$ cat config.mk
export PLATFORM = sky130hd
export DESIGN_NAME = signature_packet_parser_unit_flat
export DESIGN_NICKNAME = d
export VERILOG_FILES = /design/src/design/spp_pkg.sv /design/src/design/spp_stream_if.sv /design/src/design/signature_packet_parser_unit.sv /design/src/design/spp_in_stage.sv /design/src/design/spp_parse_core.sv /design/src/design/spp_out_reg.sv /design/src/flat_wrapper.sv
export VERILOG_INCLUDE_DIRS = /design/src /design/src/design
export SDC_FILE = /design/constraint.sdc
export NUM_CORES = 1
export LEC_CHECK = 0
export BUFFER_PORTS_ARGS = -buffer_cell sky130_fd_sc_hd__clkbuf_2
export CAP_MARGIN = 20
export CORE_ASPECT_RATIO = 1.5
export CORE_MARGIN = 2
export CORE_UTILIZATION = 25
export DETAILED_ROUTE_END_ITERATION = 16
export PLACE_DENSITY = 0.46
export SKIP_LAST_GASP = 1
export SLEW_MARGIN = 20
export SYNTH_ARGS = -nofsm -noshare
export SYNTH_HDL_FRONTEND = slang
export SYNTH_SLANG_ARGS = --single-unit
$ cat constraint.sdc
create_clock -name clk -period 8.55 [get_ports clk]
set_clock_uncertainty 0.05 [all_clocks]
set_input_delay 1.71 -clock clk [delete_from_list [all_inputs] [get_ports clk]]
set_output_delay 1.71 -clock clk [all_outputs]
set_load 0.02 [all_outputs]
$ cat src/design/assert_macros.svh
// ----------------------------------------------------------------------------
// assertion macros
// shared concurrent assertion forms, clocked on clk and disabled in reset
// ----------------------------------------------------------------------------
`ifndef ASSERT_MACROS_SVH
`define ASSERT_MACROS_SVH

// property that must hold at every enabled clock edge
`define SPP_ASSERT(label, prop, msg) \
	label: assert property (@(posedge clk) disable iff (!arst_n) prop) else $error(msg);

// condition in one cycle requires a consequence in the next
`define SPP_ASSERT_NEXT(label, ante, cons, msg) \
	label: assert property (@(posedge clk) disable iff (!arst_n) (ante) |=> (cons)) \
		else $error(msg);

`endif

$ cat src/design/spp_pkg.sv
// ----------------------------------------------------------------------------
// spp_pkg
// types, codes and constants of the signature packet parser
// ----------------------------------------------------------------------------
`default_nettype none

package spp_pkg;

	// default limit on signature body bytes
	localparam int MAX_SIG_BYTES_DEF = 512;

	// tag byte fields
	localparam logic [3:0] TAG_SIGNATURE = 4'd2;
	localparam logic [1:0] LEN_TYPE_ONE = 2'd0;
	localparam logic [1:0] LEN_TYPE_TWO = 2'd1;
	localparam logic [1:0] LEN_TYPE_INDET = 2'd3;

	// fixed header values
	localparam logic [7:0] SIG_VERSION = 8'd4;
	localparam logic [7:0] SIG_TYPE_BINARY = 8'd0;

	// subpacket constants
	localparam logic [7:0] SUBLEN_LIMIT = 8'd192;
	localparam logic [7:0] ISSUER_TYPE = 8'd16;
	localparam logic [7:0] ISSUER_SUBLEN = 8'd9;

	// result kinds
	typedef enum logic [1:0] {
		KIND_HASHED = 2'd0,
		KIND_SIG    = 2'd1,
		KIND_REPORT = 2'd2
	} kind_t;

	// error codes
	typedef enum logic [3:0] {
		ERR_OK            = 4'd0,
		ERR_NOT_PACKET    = 4'd1,
		ERR_NEW_FORMAT    = 4'd2,
		ERR_INDETERMINATE = 4'd3,
		ERR_NOT_SIG       = 4'd4,
		ERR_VERSION       = 4'd5,
		ERR_SIGTYPE       = 4'd6,
		ERR_LONG_SUBLEN   = 4'd7,
		ERR_ISSUER_LEN    = 4'd8,
		ERR_OVERRUN       = 4'd9,
		ERR_SIG_TOO_LONG  = 4'd10
	} err_t;

	// parse phases
	typedef enum logic [4:0] {
		PH_IDLE     = 5'd0,
		PH_LEN      = 5'd1,
		PH_VER      = 5'd2,
		PH_STYPE    = 5'd3,
		PH_PALGO    = 5'd4,
		PH_HALGO    = 5'd5,
		PH_HLEN_HI  = 5'd6,
		PH_HLEN_LO  = 5'd7,
		PH_HAREA    = 5'd8,
		PH_ULEN_HI  = 5'd9,
		PH_ULEN_LO  = 5'd10,
		PH_SUB_LEN  = 5'd11,
		PH_SUB_TYPE = 5'd12,
		PH_SUB_BODY = 5'd13,
		PH_HL_HI    = 5'd14,
		PH_HL_LO    = 5'd15,
		PH_SB_HI    = 5'd16,
		PH_SB_LO    = 5'd17,
		PH_SIG      = 5'd18
	} phase_t;

	// one raw input byte
	typedef struct packed {
		logic [7:0] data_byte;
		logic       packet_start;
	} in_item_t;

	// one result item
	typedef struct packed {
		logic [1:0]  item_kind;
		logic [7:0]  out_byte;
		logic [16:0] hashed_count;
		logic [7:0]  hash_algo;
		logic [63:0] issuer_id;
		logic [15:0] hash_left;
		logic [15:0] sig_bits;
		logic [3:0]  error_code;
		logic        final_res;
	} res_t;

endpackage

`default_nettype wire

$ cat src/design/spp_stream_if.sv
// ----------------------------------------------------------------------------
// spp stream interfaces
// valid/ready channels for raw packet bytes and for parsed result items
// ----------------------------------------------------------------------------
`default_nettype none

// raw byte channel
interface spp_in_if;
	logic       valid;
	logic       ready;
	logic [7:0] data_byte;
	logic       packet_start;

	modport source (output valid, output data_byte, output packet_start, input ready);
	modport sink (input valid, input data_byte, input packet_start, output ready);
endinterface

// result channel
interface spp_out_if;
	logic        valid;
	logic        ready;
	logic [1:0]  item_kind;
	logic [7:0]  out_byte;
	logic [16:0] hashed_count;
	logic [7:0]  hash_algo;
	logic [63:0] issuer_id;
	logic [15:0] hash_left;
	logic [15:0] sig_bits;
	logic [3:0]  error_code;
	logic        final_res;

	modport source (
		output valid, output item_kind, output out_byte, output hashed_count,
		output hash_algo, output issuer_id, output hash_left, output sig_bits,
		output error_code, output final_res, input ready
	);
	modport sink (
		input valid, input item_kind, input out_byte, input hashed_count,
		input hash_algo, input issuer_id, input hash_left, input sig_bits,
		input error_code, input final_res, output ready
	);
endinterface

`default_nettype wire

$ cat src/design/signature_packet_parser_unit.sv
// ----------------------------------------------------------------------------
// signature_packet_parser_unit
// old-format version 4 signature packet parser, one raw byte per transfer
//
//   channel  role   payload
//   raw      sink   data_byte, packet_start
//   parsed   source item_kind, out_byte, hashed_count, hash_algo, issuer_id,
//                   hash_left, sig_bits, error_code, final_res
//
// one raw byte per cycle unless output stalls; each byte gives zero or one result
// a byte passes the input register, then phase logic into the result register
// a byte that gives no result moves on even while a result waits in the output
// a byte that gives a result waits only while the result register is full and stalled
// reset clears the phase machine and every captured field at once
// ----------------------------------------------------------------------------
`default_nettype none

module signature_packet_parser_unit #(
	parameter int MAX_SIG_BYTES = spp_pkg::MAX_SIG_BYTES_DEF
) (
	input  wire logic clk,
	input  wire logic arst_n,
	spp_in_if.sink    raw,
	spp_out_if.source parsed
);

	logic              valid_s1;
	spp_pkg::in_item_t item_s1;
	logic              consume;
	logic              out_free;
	logic              res_valid;
	spp_pkg::res_t     res;

	// input register
	spp_in_stage u_in_stage (
		.clk      (clk),
		.arst_n   (arst_n),
		.raw      (raw),
		.consume  (consume),
		.valid_s1 (valid_s1),
		.item_s1  (item_s1)
	);

	// phase machine and field capture
	spp_parse_core #(
		.MAX_SIG_BYTES (MAX_SIG_BYTES)
	) u_parse_core (
		.clk       (clk),
		.arst_n    (arst_n),
		.valid_s1  (valid_s1),
		.item_s1   (item_s1),
		.out_free  (out_free),
		.consume   (consume),
		.res_valid (res_valid),
		.res       (res)
	);

	// result register
	spp_out_reg u_out_reg (
		.clk      (clk),
		.arst_n   (arst_n),
		.load     (res_valid),
		.res      (res),
		.out_free (out_free),
		.parsed   (parsed)
	);

endmodule

`default_nettype wire

$ cat src/design/spp_in_stage.sv
// ----------------------------------------------------------------------------
// spp_in_stage
// input register: holds one raw byte until the parse core takes it
// ----------------------------------------------------------------------------
`default_nettype none

module spp_in_stage (
	input  wire logic              clk,
	input  wire logic              arst_n,
	spp_in_if.sink                 raw,
	input  wire logic              consume,
	output logic                   valid_s1,
	output spp_pkg::in_item_t      item_s1
);

	logic take;

	// a new byte may enter when the stage is empty or drains this cycle
	assign raw.ready = !valid_s1 || consume;
	assign take = raw.valid && raw.ready;

	// stage valid
	always_ff @(posedge clk or negedge arst_n) begin
		if (!arst_n) begin
			valid_s1 <= 1'b0;
		end else if (take) begin
			valid_s1 <= 1'b1;
		end else if (consume) begin
			valid_s1 <= 1'b0;
		end
	end

	// stage payload
	always_ff @(posedge clk) begin
		if (take) begin
			item_s1.data_byte <= raw.data_byte;
			item_s1.packet_start <= raw.packet_start;
		end
	end

endmodule

`default_nettype wire

$ cat src/design/spp_parse_core.sv
// ----------------------------------------------------------------------------
// spp_parse_core
// phase machine and field registers; decides one byte per transfer
// ----------------------------------------------------------------------------
`default_nettype none
`include "assert_macros.svh"

module spp_parse_core #(
	parameter int MAX_SIG_BYTES = spp_pkg::MAX_SIG_BYTES_DEF
) (
	input  wire logic              clk,
	input  wire logic              arst_n,
	input  wire logic              valid_s1,
	input  wire spp_pkg::in_item_t item_s1,
	input  wire logic              out_free,
	output logic                   consume,
	output logic                   res_valid,
	output spp_pkg::res_t          res
);

	// signature byte counter width and the byte count of a 16-bit bit count
	localparam int SRW = (MAX_SIG_BYTES > 1) ? $clog2(MAX_SIG_BYTES + 1) : 1;
	localparam int NBW = 14;
	localparam logic [NBW-1:0] MAX_N = NBW'(MAX_SIG_BYTES);

	spp_pkg::phase_t phase_q, phase_d;
	logic [16:0]     fcnt_q, fcnt_d;
	logic [15:0]     hrem_q, hrem_d;
	logic [15:0]     urem_q, urem_d;
	logic [7:0]      srem_q, srem_d;
	logic            issuer_flag_q, issuer_flag_d;
	logic [63:0]     issuer_q, issuer_d;
	logic [7:0]      algo_q, algo_d;
	logic [15:0]     hl_q, hl_d;
	logic [15:0]     sb_q, sb_d;
	logic [SRW-1:0]  sigrem_q, sigrem_d;

	logic            emit;
	logic [1:0]      kind;
	logic [3:0]      err;
	logic            fin;
	logic [7:0]      b;
	logic [15:0]     urem_m1;
	logic [NBW-1:0]  nbytes;
	logic [16:0]     sb_round;

	assign b = item_s1.data_byte;
	assign urem_m1 = urem_q - 16'd1;
	assign sb_round = {1'b0, sb_q[15:8], b} + 17'd7;
	assign nbytes = sb_round[16:3];

	// next state and result for the byte held in the input stage
	always_comb begin
		phase_d = phase_q;
		fcnt_d = fcnt_q;
		hrem_d = hrem_q;
		urem_d = urem_q;
		srem_d = srem_q;
		issuer_flag_d = issuer_flag_q;
		issuer_d = issuer_q;
		algo_d = algo_q;
		hl_d = hl_q;
		sb_d = sb_q;
		sigrem_d = sigrem_q;
		emit = 1'b0;
		kind = spp_pkg::KIND_HASHED;
		err = spp_pkg::ERR_OK;
		fin = 1'b0;
		if (item_s1.packet_start) begin
			// tag byte: restart with everything cleared
			phase_d = spp_pkg::PH_IDLE;
			fcnt_d = '0;
			hrem_d = '0;
			urem_d = '0;
			srem_d = '0;
			issuer_flag_d = 1'b0;
			issuer_d = '0;
			algo_d = '0;
			hl_d = '0;
			sb_d = '0;
			sigrem_d = '0;
			if (!b[7]) begin
				emit = 1'b1; kind = spp_pkg::KIND_REPORT; fin = 1'b1;
				err = spp_pkg::ERR_NOT_PACKET;
			end else if (b[6]) begin
				emit = 1'b1; kind = spp_pkg::KIND_REPORT; fin = 1'b1;
				err = spp_pkg::ERR_NEW_FORMAT;
			end else if (b[1:0] == spp_pkg::LEN_TYPE_INDET) begin
				emit = 1'b1; kind = spp_pkg::KIND_REPORT; fin = 1'b1;
				err = spp_pkg::ERR_INDETERMINATE;
			end else if (b[5:2] != spp_pkg::TAG_SIGNATURE) begin
				emit = 1'b1; kind = spp_pkg::KIND_REPORT; fin = 1'b1;
				err = spp_pkg::ERR_NOT_SIG;
			end else begin
				if (b[1:0] == spp_pkg::LEN_TYPE_ONE) begin
					srem_d = 8'd1;
				end else if (b[1:0] == spp_pkg::LEN_TYPE_TWO) begin
					srem_d = 8'd2;
				end else begin
					srem_d = 8'd4;
				end
				phase_d = spp_pkg::PH_LEN;
			end
		end else begin
			unique case (phase_q)
				spp_pkg::PH_LEN: begin
					// skip the length bytes
					srem_d = srem_q - 8'd1;
					if (srem_d == 8'd0) begin
						phase_d = spp_pkg::PH_VER;
					end
				end
				spp_pkg::PH_VER: begin
					emit = 1'b1;
					if (b != spp_pkg::SIG_VERSION) begin
						phase_d = spp_pkg::PH_IDLE;
						kind = spp_pkg::KIND_REPORT; fin = 1'b1;
						err = spp_pkg::ERR_VERSION;
					end else begin
						phase_d = spp_pkg::PH_STYPE;
						fcnt_d = fcnt_q + 17'd1;
					end
				end
				spp_pkg::PH_STYPE: begin
					emit = 1'b1;
					if (b != spp_pkg::SIG_TYPE_BINARY) begin
						phase_d = spp_pkg::PH_IDLE;
						kind = spp_pkg::KIND_REPORT; fin = 1'b1;
						err = spp_pkg::ERR_SIGTYPE;
					end else begin
						phase_d = spp_pkg::PH_PALGO;
						fcnt_d = fcnt_q + 17'd1;
					end
				end
				spp_pkg::PH_PALGO: begin
					emit = 1'b1;
					fcnt_d = fcnt_q + 17'd1;
					phase_d = spp_pkg::PH_HALGO;
				end
				spp_pkg::PH_HALGO: begin
					emit = 1'b1;
					fcnt_d = fcnt_q + 17'd1;
					algo_d = b;
					phase_d = spp_pkg::PH_HLEN_HI;
				end
				spp_pkg::PH_HLEN_HI: begin
					emit = 1'b1;
					fcnt_d = fcnt_q + 17'd1;
					hrem_d = {b, 8'h00};
					phase_d = spp_pkg::PH_HLEN_LO;
				end
				spp_pkg::PH_HLEN_LO: begin
					emit = 1'b1;
					fcnt_d = fcnt_q + 17'd1;
					hrem_d = {hrem_q[15:8], b};
					phase_d = (hrem_d == 16'd0) ? spp_pkg::PH_ULEN_HI : spp_pkg::PH_HAREA;
				end
				spp_pkg::PH_HAREA: begin
					// hashed subpacket area passes straight through
					emit = 1'b1;
					fcnt_d = fcnt_q + 17'd1;
					hrem_d = hrem_q - 16'd1;
					if (hrem_d == 16'd0) begin
						phase_d = spp_pkg::PH_ULEN_HI;
					end
				end
				spp_pkg::PH_ULEN_HI: begin
					urem_d = {b, 8'h00};
					phase_d = spp_pkg::PH_ULEN_LO;
				end
				spp_pkg::PH_ULEN_LO: begin
					urem_d = {urem_q[15:8], b};
					phase_d = (urem_d == 16'd0) ? spp_pkg::PH_HL_HI : spp_pkg::PH_SUB_LEN;
				end
				spp_pkg::PH_SUB_LEN: begin
					// subpacket length byte, checked against the length limit and the area left
					if (b >= spp_pkg::SUBLEN_LIMIT) begin
						emit = 1'b1; kind = spp_pkg::KIND_REPORT; fin = 1'b1;
						err = spp_pkg::ERR_LONG_SUBLEN;
						phase_d = spp_pkg::PH_IDLE;
					end else if ({8'h00, b} > urem_m1) begin
						emit = 1'b1; kind = spp_pkg::KIND_REPORT; fin = 1'b1;
						err = spp_pkg::ERR_OVERRUN;
						phase_d = spp_pkg::PH_IDLE;
					end else begin
						urem_d = urem_m1;
						srem_d = b;
						if (b == 8'd0) begin
							phase_d = (urem_m1 == 16'd0) ? spp_pkg::PH_HL_HI
								: spp_pkg::PH_SUB_LEN;
						end else begin
							phase_d = spp_pkg::PH_SUB_TYPE;
						end
					end
				end
				spp_pkg::PH_SUB_TYPE: begin
					if ((b == spp_pkg::ISSUER_TYPE) && (srem_q != spp_pkg::ISSUER_SUBLEN)) begin
						emit = 1'b1; kind = spp_pkg::KIND_REPORT; fin = 1'b1;
						err = spp_pkg::ERR_ISSUER_LEN;
						phase_d = spp_pkg::PH_IDLE;
					end else begin
						issuer_flag_d = (b == spp_pkg::ISSUER_TYPE);
						urem_d = urem_m1;
						srem_d = srem_q - 8'd1;
						if (srem_d == 8'd0) begin
							phase_d = (urem_d == 16'd0) ? spp_pkg::PH_HL_HI
								: spp_pkg::PH_SUB_LEN;
						end else begin
							phase_d = spp_pkg::PH_SUB_BODY;
						end
					end
				end
				spp_pkg::PH_SUB_BODY: begin
					// issuer bytes shift in most significant first
					if (issuer_flag_q) begin
						issuer_d = {issuer_q[55:0], b};
					end
					urem_d = urem_m1;
					srem_d = srem_q - 8'd1;
					if (srem_d == 8'd0) begin
						phase_d = (urem_d == 16'd0) ? spp_pkg::PH_HL_HI : spp_pkg::PH_SUB_LEN;
					end
				end
				spp_pkg::PH_HL_HI: begin
					hl_d = {b, 8'h00};
					phase_d = spp_pkg::PH_HL_LO;
				end
				spp_pkg::PH_HL_LO: begin
					hl_d = {hl_q[15:8], b};
					phase_d = spp_pkg::PH_SB_HI;
				end
				spp_pkg::PH_SB_HI: begin
					sb_d = {b, 8'h00};
					phase_d = spp_pkg::PH_SB_LO;
				end
				spp_pkg::PH_SB_LO: begin
					// bit count rounded up to whole bytes
					sb_d = {sb_q[15:8], b};
					if (nbytes > MAX_N) begin
						emit = 1'b1; kind = spp_pkg::KIND_REPORT; fin = 1'b1;
						err = spp_pkg::ERR_SIG_TOO_LONG;
						phase_d = spp_pkg::PH_IDLE;
					end else if (nbytes == '0) begin
						emit = 1'b1; kind = spp_pkg::KIND_REPORT; fin = 1'b1;
						phase_d = spp_pkg::PH_IDLE;
					end else begin
						sigrem_d = nbytes[SRW-1:0];
						phase_d = spp_pkg::PH_SIG;
					end
				end
				spp_pkg::PH_SIG: begin
					emit = 1'b1;
					kind = spp_pkg::KIND_SIG;
					sigrem_d = sigrem_q - SRW'(1);
					if (sigrem_d == '0) begin
						fin = 1'b1;
						phase_d = spp_pkg::PH_IDLE;
					end
				end
				default: begin
					phase_d = spp_pkg::PH_IDLE;
				end
			endcase
		end
	end

	// a byte with no result never waits on the output side
	assign consume = valid_s1 && (!emit || out_free);
	assign res_valid = valid_s1 && emit && out_free;

	// result fields show the values after this byte
	always_comb begin
		res.item_kind = kind;
		res.out_byte = b;
		res.hashed_count = fcnt_d;
		res.hash_algo = algo_d;
		res.issuer_id = issuer_d;
		res.hash_left = hl_d;
		res.sig_bits = sb_d;
		res.error_code = err;
		res.final_res = fin;
	end

	// state registers
	always_ff @(posedge clk or negedge arst_n) begin
		if (!arst_n) begin
			phase_q <= spp_pkg::PH_IDLE;
			fcnt_q <= '0;
			hrem_q <= '0;
			urem_q <= '0;
			srem_q <= '0;
			issuer_flag_q <= 1'b0;
			issuer_q <= '0;
			algo_q <= '0;
			hl_q <= '0;
			sb_q <= '0;
			sigrem_q <= '0;
		end else if (consume) begin
			phase_q <= phase_d;
			fcnt_q <= fcnt_d;
			hrem_q <= hrem_d;
			urem_q <= urem_d;
			srem_q <= srem_d;
			issuer_flag_q <= issuer_flag_d;
			issuer_q <= issuer_d;
			algo_q <= algo_d;
			hl_q <= hl_d;
			sb_q <= sb_d;
			sigrem_q <= sigrem_d;
		end
	end

	// checks
	`SPP_ASSERT_NEXT(a_final_to_idle, res_valid && res.final_res, phase_q == spp_pkg::PH_IDLE, "last item of a packet did not return to idle")
	`SPP_ASSERT(a_sig_count_range, (phase_q == spp_pkg::PH_SIG) |-> ((sigrem_q != '0) && (32'(sigrem_q) <= MAX_SIG_BYTES)), "signature byte counter out of range")
	`SPP_ASSERT(a_report_is_final, (res_valid && (res.item_kind == spp_pkg::KIND_REPORT)) |-> res.final_res, "report without final flag")

endmodule

`default_nettype wire

$ cat src/design/spp_out_reg.sv
// ----------------------------------------------------------------------------
// spp_out_reg
// result register: holds one result item until the sink takes it
// ----------------------------------------------------------------------------
`default_nettype none

module spp_out_reg (
	input  wire logic          clk,
	input  wire logic          arst_n,
	input  wire logic          load,
	input  wire spp_pkg::res_t res,
	output logic               out_free,
	spp_out_if.source          parsed
);

	logic          valid_q;
	spp_pkg::res_t res_q;

	// register can be loaded when empty or emptied this cycle
	assign out_free = !valid_q || parsed.ready;

	// result valid
	always_ff @(posedge clk or negedge arst_n) begin
		if (!arst_n) begin
			valid_q <= 1'b0;
		end else if (load) begin
			valid_q <= 1'b1;
		end else if (parsed.ready) begin
			valid_q <= 1'b0;
		end
	end

	// result payload
	always_ff @(posedge clk) begin
		if (load) begin
			res_q <= res;
		end
	end

	// drive the channel
	assign parsed.valid = valid_q;
	assign parsed.item_kind = res_q.item_kind;
	assign parsed.out_byte = res_q.out_byte;
	assign parsed.hashed_count = res_q.hashed_count;
	assign parsed.hash_algo = res_q.hash_algo;
	assign parsed.issuer_id = res_q.issuer_id;
	assign parsed.hash_left = res_q.hash_left;
	assign parsed.sig_bits = res_q.sig_bits;
	assign parsed.error_code = res_q.error_code;
	assign parsed.final_res = res_q.final_res;

endmodule

`default_nettype wire
$ cat src/flat_wrapper.sv
// flat-port wrapper written by rule: the top's interface ports become plain ports
module signature_packet_parser_unit_flat 
#(
	parameter int MAX_SIG_BYTES = spp_pkg::MAX_SIG_BYTES_DEF
)
  (clk, arst_n, raw_valid, raw_data_byte, raw_packet_start, raw_ready, parsed_valid, parsed_item_kind, parsed_out_byte, parsed_hashed_count, parsed_hash_algo, parsed_issuer_id, parsed_hash_left, parsed_sig_bits, parsed_error_code, parsed_final_res, parsed_ready);
  spp_in_if raw_i ();
  spp_out_if parsed_i ();
  input  wire logic clk;
  input  wire logic arst_n;
  input wire logic [$bits(raw_i.valid)-1:0] raw_valid;
  input wire logic [$bits(raw_i.data_byte)-1:0] raw_data_byte;
  input wire logic [$bits(raw_i.packet_start)-1:0] raw_packet_start;
  output wire logic [$bits(raw_i.ready)-1:0] raw_ready;
  output wire logic [$bits(parsed_i.valid)-1:0] parsed_valid;
  output wire logic [$bits(parsed_i.item_kind)-1:0] parsed_item_kind;
  output wire logic [$bits(parsed_i.out_byte)-1:0] parsed_out_byte;
  output wire logic [$bits(parsed_i.hashed_count)-1:0] parsed_hashed_count;
  output wire logic [$bits(parsed_i.hash_algo)-1:0] parsed_hash_algo;
  output wire logic [$bits(parsed_i.issuer_id)-1:0] parsed_issuer_id;
  output wire logic [$bits(parsed_i.hash_left)-1:0] parsed_hash_left;
  output wire logic [$bits(parsed_i.sig_bits)-1:0] parsed_sig_bits;
  output wire logic [$bits(parsed_i.error_code)-1:0] parsed_error_code;
  output wire logic [$bits(parsed_i.final_res)-1:0] parsed_final_res;
  input wire logic [$bits(parsed_i.ready)-1:0] parsed_ready;
  assign raw_i.valid = raw_valid;
  assign raw_i.data_byte = raw_data_byte;
  assign raw_i.packet_start = raw_packet_start;
  assign raw_ready = raw_i.ready;
  assign parsed_valid = parsed_i.valid;
  assign parsed_item_kind = parsed_i.item_kind;
  assign parsed_out_byte = parsed_i.out_byte;
  assign parsed_hashed_count = parsed_i.hashed_count;
  assign parsed_hash_algo = parsed_i.hash_algo;
  assign parsed_issuer_id = parsed_i.issuer_id;
  assign parsed_hash_left = parsed_i.hash_left;
  assign parsed_sig_bits = parsed_i.sig_bits;
  assign parsed_error_code = parsed_i.error_code;
  assign parsed_final_res = parsed_i.final_res;
  assign parsed_i.ready = parsed_ready;
  signature_packet_parser_unit #(.MAX_SIG_BYTES(MAX_SIG_BYTES)) u_core (.clk(clk), .arst_n(arst_n), .raw(raw_i), .parsed(parsed_i));
endmodule
==> results of run 1 <==
## through the flow
stage          worst slack [ns]  utilization, %  total power, mW  hold slack [ns]  cells
6_report                   2.47            29.6             4.75            0.441   2497
5_1_grt                    2.08            29.6             4.98            0.465   2497
4_1_cts                    2.43            29.6             4.84            0.445   2496
3_5_place_dp               3.09            27.5             3.06            0.431   2430
3_3_place_gp               3.16            27.5             3.06            0.423   2430
2_1_floorplan              1.79               -             2.70            0.374   1541
## power by group through the flow
| stage | clock (mW) | combinational (mW) | sequential (mW) |
|---|---|---|---|
| floorplan | 0 | 0.651 | 2.05 |
| global placement | 0 | 1.07 | 1.98 |
| detailed placement | 0 | 1.08 | 1.98 |
| CTS | 1.80 | 1.08 | 1.95 |
| global route | 1.85 | 1.17 | 1.97 |
| finish | 1.74 | 1.07 | 1.95 |
## critical path: stages, from the launching register on
cell	delay (ns)
dfrtp_1	0.46
inv_1	0.15
ha_1	0.33
nor4b_1	0.51
nor2_1	0.16
ha_1	0.33
mux2i_1	0.18
a21oi_1	0.07
o31ai_2	0.28
o21ai_1	0.24
a211oi_4	0.48
nor2_1	0.18
nand3_1	0.17
clkbuf_2	0.19
## routing by layer
layer	part of all wire (%)	routed length [um]	vias to the layer above	global-route usage, %
met2	51	25400	304	26.2
met5	0	0	-	0
met3	3.7	1860	93	2.12
met1	41	20700	6317	17.8
met4	4.5	2240	0	6.88
li1	-	-	5844	-
## cells by family (layout without fill, tap and decap cells)
family	Yosys count	in the layout	synth area share (%)
mux	130	130	9.00
simple gates	537	537	15.6
xor+xnor	32	32	1.73
compound gates	374	374	14.2
flops	324	324	54.6
buf+inv	128	272	3.62
fa+ha+maj	16	16	1.22
## cells in the mapped netlist (all sizes together), types with 15 or more instances
library cell	number	share of area, %
nand3	39	1.2
xor2	15	0.81
buf	31	1.4
dfrtp	179	28
a22oi	27	1.3
nor2	108	2.5
inv	28	0.65
nor3	42	1.4
o21ai	86	2.8
mux2	123	8.6
nand2	235	5.5
a21oi	152	4.7
nor4	22	1.1
xnor2	17	0.92
clkbuf	69	1.6
edfxtp	145	27
ha	15	1.2
## registers in the layout (all words and copies together), names as in the netlist, 4 cells and up
register,count
u_core.u_parse_core.hrem_q,16
u_core.u_parse_core.sigrem_q,10
u_core.u_parse_core.srem_q,8
u_core.u_out_reg.parsed.hashed_count,17
u_core.u_out_reg.parsed.issuer_id,64
u_core.u_parse_core.issuer_q,64
u_core.u_out_reg.parsed.error_code,4
u_core.u_out_reg.parsed.hash_algo,8
u_core.u_out_reg.parsed.out_byte,8
u_core.u_out_reg.parsed.sig_bits,16
u_core.u_parse_core.fcnt_q,17
u_core.u_parse_core.phase_q,5
u_core.u_out_reg.parsed.hash_left,16
u_core.u_parse_core.hl_q,16
u_core.u_parse_core.urem_q,16
u_core.u_parse_core.algo_q,8
u_core.u_in_stage.item_s1,9
u_core.u_parse_core.sb_q,16
## path summary, 6_finish.rpt
path	endpoint	startpoint	slack, ns	depth (start not counted)
hold reg to reg	u_core.u_parse_core.issuer_q[59]	u_core.u_parse_core.issuer_q[59]	0.44	1
min in group asynchronous	u_core.u_parse_core.issuer_q[21]	arst_n	1.03	1
setup / recovery	raw_ready	u_core.u_parse_core.urem_q[0]	2.47	13
hold / removal	u_core.u_parse_core.issuer_q[59]	u_core.u_parse_core.issuer_q[59]	0.44	1
setup reg to reg	u_core.u_parse_core.issuer_q[21]	u_core.u_in_stage.item_s1[1]	3.14	11
max in group asynchronous	u_core.u_parse_core.urem_q[15]	arst_n	6.06	2
## final cells by class
cell class	instances	area [um^2]
clock buffer	45	996
clock inverter	21	308
fill	6701	45200
inverter	28	105
multi-input combinational	1089	6760
sequential	324	8830
tap	812	1020
timing repair buffer	178	970
==> flow_summary_export.csv, run 1 <==
group,metric,value,unit
grt,grt_pass1_vias,12600,
clock_network,ctsResizeCount,0,
floorplanning,core,0.0642,mm^2
sta,tightest_slew,1.06,ns
floorplanning,io_pins,151,
sta,tns,0,ns
sta,fin_crit,6.08,ns
floorplanning,dieHeight,315,um
clock_network,cts_hold_buffers,0,
sta,setup_violations,0,
clock_network,cts_tree,"built",
floorplanning,die-area,0.0668,mm^2
placed_design,port_buffers,150,
layout,drive_above_1_share,17.0,%
power_and_ir_drop,power.share.clock,36.5,%
placed_design,gp_congestion,0.827,
synth,ys_types,82,
synth,ys.flop_type,"dfrtp_1",
routing,vias,12600,
clock_network,cts.sinks,324,
routing,wirelength,50200,um
grt,grt_usage,14.8,%
layout,antennaDiodeCount,0,
synth,synth_fp_nets,1569,
critical_path,cp.arrival,4.32,ns
synth,async_reset_ff_share,55.2,%
clock_network,cts_buffers,36,
synth,syn_avg_cell_area,10.5,um^2
floorplanning,rows,114,
routing,drcViolationCount,0,
synth,synth-seq-cells,324,
clock_network,clk-insertion-delay-late,0.57,ns
sta,max_freq,165,MHz
critical_path,start_kind,"register",
routing,wl_per_cell,20.1,um
power_and_ir_drop,powerDensity,250,mW/mm^2
layout,synthToLayoutAreaGrowth,17.5,%
routing,drtAntennaViolNets,0,
clock_network,post_cts_buffers,0,
synth,yosysSeqAreaShare,54.6,%
critical_path,crit_fanout,7,
clock_network,path_clk_slew,0.07,ns
grt,antenna_found_initial,0,
min_path,min_path_type,"reg2reg",
synth,yosysWarnings,0,
power_and_ir_drop,leakage,7.66,nW
power_and_ir_drop,seqPwrFrac,41.1,%
clock_network,h-tree-depth,2,
grt,grt_max_degree,73,
sta,period_share,71.1,%
layout,layout.nets,1685,
synth,syn_area,0.0162,mm^2
run,cap_viol_max_count,0,
sta,hold_violations,0,
layout,final_common_cell,"nand2_1",
clock_network,root_buffer,"clkbuf_16",
floorplanning,die_w,212,um
grt,gr-total-overflow,0,
grt,grt_pass1_wl,76100,um
status,status,"finished clean",
sta,relSlewSlack,28.9,%
placed_design,place_area,0.0177,mm^2
power_and_ir_drop,swShare,32.9,%
critical_path,path_class,"reg2out",
synth,synth-edff-count,145,
clock_network,cts_buffer_depth,3,
layout,fin_area,0.0190,mm^2
critical_path,crit_path_end_kind,"output port",
power_and_ir_drop,p_int,3.19,mW
placed_design,dpl.hpwl,33200,um
critical_path,required,6.79,ns
sta,slew_violations,0,
power_and_ir_drop,ir_drop,0.108,mV
synth,synth_cells,1541,
power_and_ir_drop,p_comb_share,22.4,%
routing,drt_pass1_iterations,5,
power_and_ir_drop,power.switching,1.56,mW
floorplanning,initial_utilization,25.2,%
routing,via_per_inst,5.03,
layout,layout_common_cells,"nand2_1 (235), dfrtp_1 (179), a21oi_1 (152), clkbuf_2 (149), edfxtp_1 (145)",
sta,rsz0062_at_grt,"no",
routing,drt_iter0_markers,779,
No activity file was read; power rests on OpenSTA's default activity.
==> run 2, diff against run 1 <==
--- a/config.mk
+++ b/config.mk
@@ -12,7 +12,7 @@
 export CORE_MARGIN = 2
 export CORE_UTILIZATION = 25
 export DETAILED_ROUTE_END_ITERATION = 16
-export PLACE_DENSITY = 0.46
+export PLACE_DENSITY = 0.44
 export SKIP_LAST_GASP = 1
 export SLEW_MARGIN = 20
 export SYNTH_ARGS = -nofsm -noshare
==> constraint.sdc (replaced) <==
create_clock -name clk -period 6.05 [get_ports clk]
set_clock_uncertainty 0.05 [all_clocks]
set_input_delay 1.21 -clock clk [delete_from_list [all_inputs] [get_ports clk]]
set_output_delay 1.21 -clock clk [all_outputs]
set_load 0.02 [all_outputs]
==> run 2 against run 1 <==
  * Via count is 0.19% lower
  * Sequential power is 41% higher
  * Clock-buffer cell count is 5 higher
  * Critical endpoint unchanged
==> flow_summary_export.csv, run 2 (synthesized netlist as in run 1, its figures left out) <==
group,metric,value,unit
clock_network,h-tree-depth,2,
power_and_ir_drop,p_int,4.34,mW
clock_network,post_cts_buffers,0,
grt,grt_pass1_vias,12400,
layout,synthToLayoutAreaGrowth,17.1,%
routing,via_per_inst,5.01,
status,status,"finished clean",
sta,tightest_slew,0.979,ns
sta,setup_violations,0,
power_and_ir_drop,power.share.clock,34.1,%
power_and_ir_drop,power.switching,2.15,mW
power_and_ir_drop,leakage,7.64,nW
power_and_ir_drop,seqPwrFrac,42.4,%
critical_path,worstPathCellList,"inv_1, ha_1, nor4b_1, nor2_1, ha_1, a211oi_1, a21oi_1, o31ai_2, o21ai_1, a211oi_4, nor2_1, nand3_1, clkbuf_2",
sta,hold_violations,0,
layout,final_common_cell,"nand2_1",
clock_network,cts_hold_buffers,0,
routing,drcViolationCount,0,
power_and_ir_drop,powerDensity,343,mW/mm^2
critical_path,cpMaxStageDelayCell,"nor4b_1",
grt,grt_max_degree,96,
clock_network,ctsResizeCount,0,
layout,finalNonFillerCells,2502,
floorplanning,initial_utilization,25.2,%
placed_design,dpl.hpwl,32900,um
placed_design,dp_cells,2437,
routing,drt_pass1_iterations,5,
min_path,min_path_type,"reg2reg",
layout,layout_common_cells,"nand2_1 (235), dfrtp_1 (179), a21oi_1 (152), clkbuf_2 (149), edfxtp_1 (145)",
sta,max_freq,181,MHz
clock_network,clk-insertion-delay-late,0.54,ns
power_and_ir_drop,p_comb_share,23.6,%
placed_design,gp_congestion,0.859,
critical_path,path_class,"reg2out",
floorplanning,core,0.0642,mm^2
layout,drive_above_1_share,16.7,%
grt,grt_pass1_wl,75400,um
clock_network,cts.sinks,324,
floorplanning,rows,114,
layout,antennaDiodeCount,0,
floorplanning,die-area,0.0668,mm^2
routing,drt_iter0_markers,830,
critical_path,cpPeakStageDelay,0.49,ns
sta,fin_crit,5.51,ns
floorplanning,io_pins,151,
power_and_ir_drop,ir_drop,0.136,mV
clock_network,path_clk_slew,0.06,ns
clock_network,cts_buffer_depth,3,
critical_path,start_kind,"register",
power_and_ir_drop,swShare,33.1,%
critical_path,required,4.79,ns
routing,vias,12500,
run,cap_viol_max_count,0,
critical_path,crit_fanout,7,
placed_design,port_buffers,150,
sta,tns,0,ns
floorplanning,die_w,212,um
floorplanning,dieHeight,315,um
critical_path,cp.arrival,4.25,ns
layout,layout.nets,1692,
sta,slew_violations,0,
sta,period_share,91.1,%
layout,n_fill_cell,6655,
routing,wirelength,49500,um
clock_network,cts_buffers,36,
routing,wl_per_cell,19.8,um
sta,relSlewSlack,34.7,%
routing,drtAntennaViolNets,0,
critical_path,crit_family,"compound AO/OA/AOI/OAI gates",
sta,rsz0062_at_grt,"no",
grt,antenna_found_initial,0,
grt,gr-total-overflow,0,
critical_path,crit_path_end_kind,"output port",
critical_path,critical_path_buf_inv_count,2,
clock_network,root_buffer,"clkbuf_16",
clock_network,cts_tree,"built",
grt,grt_usage,14.6,%
run 2: cell type report:
type	count	area, um^2	area share (%)
flip-flops and latches	324	8830	46.7
multi-input cells	1089	6760	35.7
repair buffers	185	1060	5.59
well taps	812	1020	5.37
clock buffers	50	1000	5.31
clock inverters	14	153	0.807
inverters	28	105	0.555
run 2: path summary, 6_finish.rpt:
path	slack (ns)	end	cells after the start	startpoint
max	0.54	raw_ready	13	u_core.u_parse_core.urem_q[0]
min	0.44	u_core.u_parse_core.issuer_q[61]	1	u_core.u_parse_core.issuer_q[61]
max reg2reg	1.21	u_core.u_parse_core.srem_q[2]	10	u_core.u_in_stage.item_s1[6]
min reg2reg	0.44	u_core.u_parse_core.issuer_q[61]	1	u_core.u_parse_core.issuer_q[61]
max in group asynchronous	3.97	u_core.u_parse_core.sigrem_q[2]	2	arst_n
min in group asynchronous	0.70	u_core.u_parse_core.hl_q[14]	1	arst_n
run 2: power groups by stage:
stage	Combinational, mW	Clock (mW)	Sequential (mW)
floorplan	0.922	0	2.89
global placement	1.54	0	2.79
detailed placement	1.55	0	2.79
CTS	1.55	2.29	2.75
global route	1.68	2.37	2.77
finish	1.53	2.21	2.75
run 2: per-layer routing:
metal	up-vias	global-route usage [%]	wire length [um]
met5	-	0	0
met4	0	5.91	1820
met3	84	1.90	1830
met2	324	25.8	25200
met1	6267	17.8	20600
li1	5859	-	-
run 2: metrics by stage:
step	utilization [%]	worst slack (ns)	instance area, um^2	hold WS (ns)	total power [mW]
after global placement	27.7	1.15	17800	0.423	4.33
after CTS	29.5	0.509	18900	0.445	6.59
after detailed placement	27.7	1.12	17800	0.431	4.33
after global routing	29.5	0.219	18900	0.450	6.82
final	29.5	0.538	18900	0.442	6.48
after floorplan	-	0.800	16200	0.374	3.81
run 2: worst register-to-register path, cell delays in order (launching register included):
cell,delay [ns]
edfxtp_1,0.75
nor4_1,0.65
nand4b_1,0.27
nor3b_1,0.61
o32ai_1,0.15
o21ai_1,0.45
a211oi_4,0.20
o21ai_4,0.60
buf_12,0.49
nor2_2,0.21
mux2_2,0.30
